--- config.mk ---
export PLATFORM = sky130hd
export DESIGN_NAME = lrst_tag
export DESIGN_NICKNAME = d
export VERILOG_FILES = /design/src/design/lrst_pkg.sv /design/src/design/lrst_tag.sv
export SDC_FILE = /design/constraint.sdc
export NUM_CORES = 2
export LEC_CHECK = 0
export BUFFER_PORTS_ARGS = -buffer_cell sky130_fd_sc_hd__buf_2
export CELL_PAD_IN_SITES_DETAIL_PLACEMENT = 1
export CELL_PAD_IN_SITES_GLOBAL_PLACEMENT = 2
export CORE_ASPECT_RATIO = 1.25
export CORE_UTILIZATION = 39
export CTS_CLUSTER_SIZE = 12
export DETAILED_ROUTE_END_ITERATION = 12
export HOLD_SLACK_MARGIN = 0.02
export PLACE_DENSITY = 0.93
export REMOVE_ABC_BUFFERS = 1
export SETUP_SLACK_MARGIN = 0.1
export SYNTH_ARGS = -nofsm -noshare
export SYNTH_HDL_FRONTEND = slang
export SYNTH_SLANG_ARGS = --single-unit
export TNS_END_PERCENT = 100
--- constraint.sdc ---
create_clock -name i_clk -period 10.4 [get_ports i_clk]
set_input_delay 2.08 -clock i_clk [delete_from_list [all_inputs] [get_ports i_clk]]
set_output_delay 2.08 -clock i_clk [all_outputs]
set_load 0.03 [all_outputs]
--- src/design/lrst_pkg.sv ---
`timescale 1ns / 1ps
package lrst_pkg;

    localparam int MAX_ELEMENTS_DEF = 1024;
    localparam int TREE_NODES_DEF   = 4096;
    localparam int USED_RESET       = 1024;
    localparam int DATA_W           = 64;
    localparam int IDX_W            = 10;
    localparam int CFG_W            = 11;

    typedef enum logic [1:0] {
        TAG_NONE = 2'd0,
        TAG_ADD  = 2'd1,
        TAG_SET  = 2'd2
    } t_tag;

    typedef enum logic [1:0] {
        KIND_ADD   = 2'd0,
        KIND_SET   = 2'd1,
        KIND_QUERY = 2'd2,
        KIND_NOP   = 2'd3
    } t_kind;

    typedef struct packed {
        logic [DATA_W-1:0] sum;
        t_tag              tk;
        logic [DATA_W-1:0] tv;
    } t_node;

endpackage

--- src/design/lrst_tag.sv ---
`timescale 1ns / 1ps
module lrst_tag
    import lrst_pkg::*;
#(
    parameter int LENW = 11
) (
    input  logic              i_clk,
    input  logic              i_en,
    input  t_node             i_node,
    input  t_tag              i_tk,
    input  logic [DATA_W-1:0] i_tv,
    input  logic [LENW-1:0]   i_len,
    output t_node             o_node
);

    t_node                   r_node;
    logic [DATA_W-1:0]       r_prod;
    logic [DATA_W+LENW-1:0]  prod_full;

    assign prod_full = i_tv * i_len;

    always_ff @(posedge i_clk) begin
        if (i_en) begin
            r_node <= i_node;
            r_prod <= prod_full[DATA_W-1:0];
        end
    end

    // set overrides; add stacks onto whatever is pending
    always_comb begin
        o_node = r_node;
        case (i_tk)
            TAG_SET: begin
                o_node.sum = r_prod;
                o_node.tk  = TAG_SET;
                o_node.tv  = i_tv;
            end
            TAG_ADD: begin
                o_node.sum = r_node.sum + r_prod;
                o_node.tv  = r_node.tv + i_tv;
                o_node.tk  = (r_node.tk == TAG_SET) ? TAG_SET : TAG_ADD;
            end
            default: o_node = r_node;
        endcase
    end

endmodule

==> reports/metrics.cfg <==
[grt]
grt_use_total_pct = 27.4
first_global_vias = 32400
grt_max_degree = 97
grt_first_pass_wirelength_um = 184000
overflow = 0
antenna_found_initial = 5

[sta]
worst_slew_pin_slew_ns = 1.16
slew_headroom_pct = 22.6
rsz0062_at_grt = false
layout_setup_ws_ns = 1.62
hold_viol = 0
setup_violations = 0
finalMaxSlewViolations = 0
post-route-period-util_pct = 84.4
min_period_ns = 8.78
finalSetupTns_ns = 0
fmax_mhz = 114

[run_status]
status = finished clean

[layout]
ff_latch_area_um2 = 5830
drive_gt1_share_pct = 10.5
mostFrequentLayoutCells = 628 x nand2_1, 509 x fa_1, 459 x inv_1, 337 x buf_2, 252 x a21oi_1
fin_nets = 4868
fillCellCount = 10200
layout_commonest_cell = nand2_1
multi_input_area_um2 = 25500
final_cell_count_no_fill = 5118
synthToLayoutAreaGrowth_pct = 8.86

[critical_path]
end_kind = flop
critical_path_class = in -> reg
start_kind = input port
arrival_ns = 9.07
required_ns = 10.68
critical_path.max_fanout = 40

[min_path]
min_path_cells = 1
min_path_type = in -> reg

[cts]
postCtsHoldBufs = 0
clockBufferDepth = 2
ctsResizeCount = 0
numCtsBuffers = 17
cts_setup_buffers = 0
clk_pin_slew_ns = 0.10
ctsHtreeMaxLevel = 4
cts_sinks = 194
cts_tree = done
clk_root_buffer_cell = clkbuf_16

[drt]
post_drt_wl_per_cell_um = 23.1
dr.pass1.iters = 7
vias = 28800
ant_nets = 0
drc = 0
wl_um = 118000
first_iter_violations = 1504
viasPerCell = 5.63

[pwr]
powerDensity_nw_per_um2 = 347
power.total_mw = 12.8
p_leak_nw = 16.8
ir_worst_vdd_v = 0.000240

[logic_synthesis]
ys.warnings.count = 0
syn_area_per_cell_um2 = 8.89
synth_edf_count = 194
async_flop_share_pct = 0
ys_seq_elements = 194
yosysSeqAreaShare_pct = 17.1
ys_types = 71
synth_cells = 3822
syn-cell-area_um2 = 34000
synthFlopType = edfxtp_1

[flow_run]
drv_cap = 0

[die]
fp.dieW_um = 266
num_rows = 120
die_h_um = 332
fp.coreArea_um2 = 86000
start_util_pct = 39.5
dieArea_um2 = 88300
pin_count = 339

[placed_design]
place_ws_ns = 1.23
dp_cells = 5081
port_buffers = 338
place.gp.congestion = 0.902
dp_hpwl_um = 93500

==> routing by layer <==
layer  global-route usage (%)  up-vias  share of wire [%]
li1                         -    12900                  -
met1                     29.5    14800                 37
met2                     51.7      779                 54
met3                     3.01      306                3.8
met4                     15.0        4                5.6
met5                        0        -              0.023
==> Yosys cell counts (all sizes together), types with 30 or more instances <==
library cell	n	area share (%)
edfxtp	194	17
a221oi	53	1.4
xnor2	120	3.1
nor2	74	0.82
o221ai	30	0.77
a21o	122	2.7
nand2	628	6.9
and2	242	4.5
xor2	77	2.0
inv	459	5.1
nand4	53	0.98
fa	509	30
ha	209	7.7
o21bai	38	0.84
clkbuf	256	2.8
a22oi	50	1.1
o21ai	160	2.4
a21oi	254	3.8
==> final cells by class <==
cell class / count / share of cell area [%]
clock buffer: 18 / 1.16
multi-input combinational: 2904 / 68.8
sequential: 194 / 15.7
clock inverter: 14 / 0.500
antenna: 5 / 0.0338
timing repair buffer: 365 / 5.15
inverter: 459 / 4.66
tap: 1159 / 3.92
==> state kept, by name, summed over array words and instances (netlist names) <==
register	flops
r_node	130
r_prod	64
==> critical path: stages <==
cell and delay (ns):
buf_2 0.76, buf_4 0.41, nand2_1 0.13, fa_1 0.55, inv_1 0.05, fa_1 0.49
fa_1 0.64, fa_1 0.47, fa_1 0.44, ha_1 0.38, and3_1 0.26, nand2_1 0.07
o21ai_0 0.22, a41oi_1 0.08, a21oi_1 0.36, a21oi_1 0.22, o41ai_1 0.60, a21oi_1 0.28
nor4_1 0.30, nor2_1 0.09, xnor2_1 0.13
==> power by group <==
| group | internal [mW] | switching, mW |
|---|---|---|
| logic | 4.11 | 6.40 |
| clock network | 0.330 | 0.415 |
| registers | 1.45 | 0.119 |
==> per-stage QoR <==
stage	instance area [um^2]	hold WS, ns	util (%)
floorplan	33000	2.18	-
global placement	36400	2.26	42.3
detailed placement	36400	2.26	42.3
CTS	37000	1.68	43.0
global route	37000	1.71	43.0
finish	37000	1.72	43.0
==> final timing paths <==
check,slack (ns),endpoint,startpoint
setup / recovery,1.62,r_prod[62],i_len[5]
hold / removal,1.72,r_node[17],i_node[17]
==> logic make-up (layout without fill, tap and decap cells) <==
family / count (synthesis) / after routing / synth area share [%]
xor gates and xnor gates: 197 / 197 / 5.08
adders and majority gates: 718 / 718 / 37.7
buffers and inverters: 724 / 856 / 8.01
muxes: 3 / 3 / 0.0957
AOI/OAI and AO/OA: 846 / 846 / 16.2
and+or+nand+nor: 1140 / 1140 / 15.8
DFF: 194 / 194 / 17.1
other: 0 / 5 / 0
(Power assumes the default switching activity.)
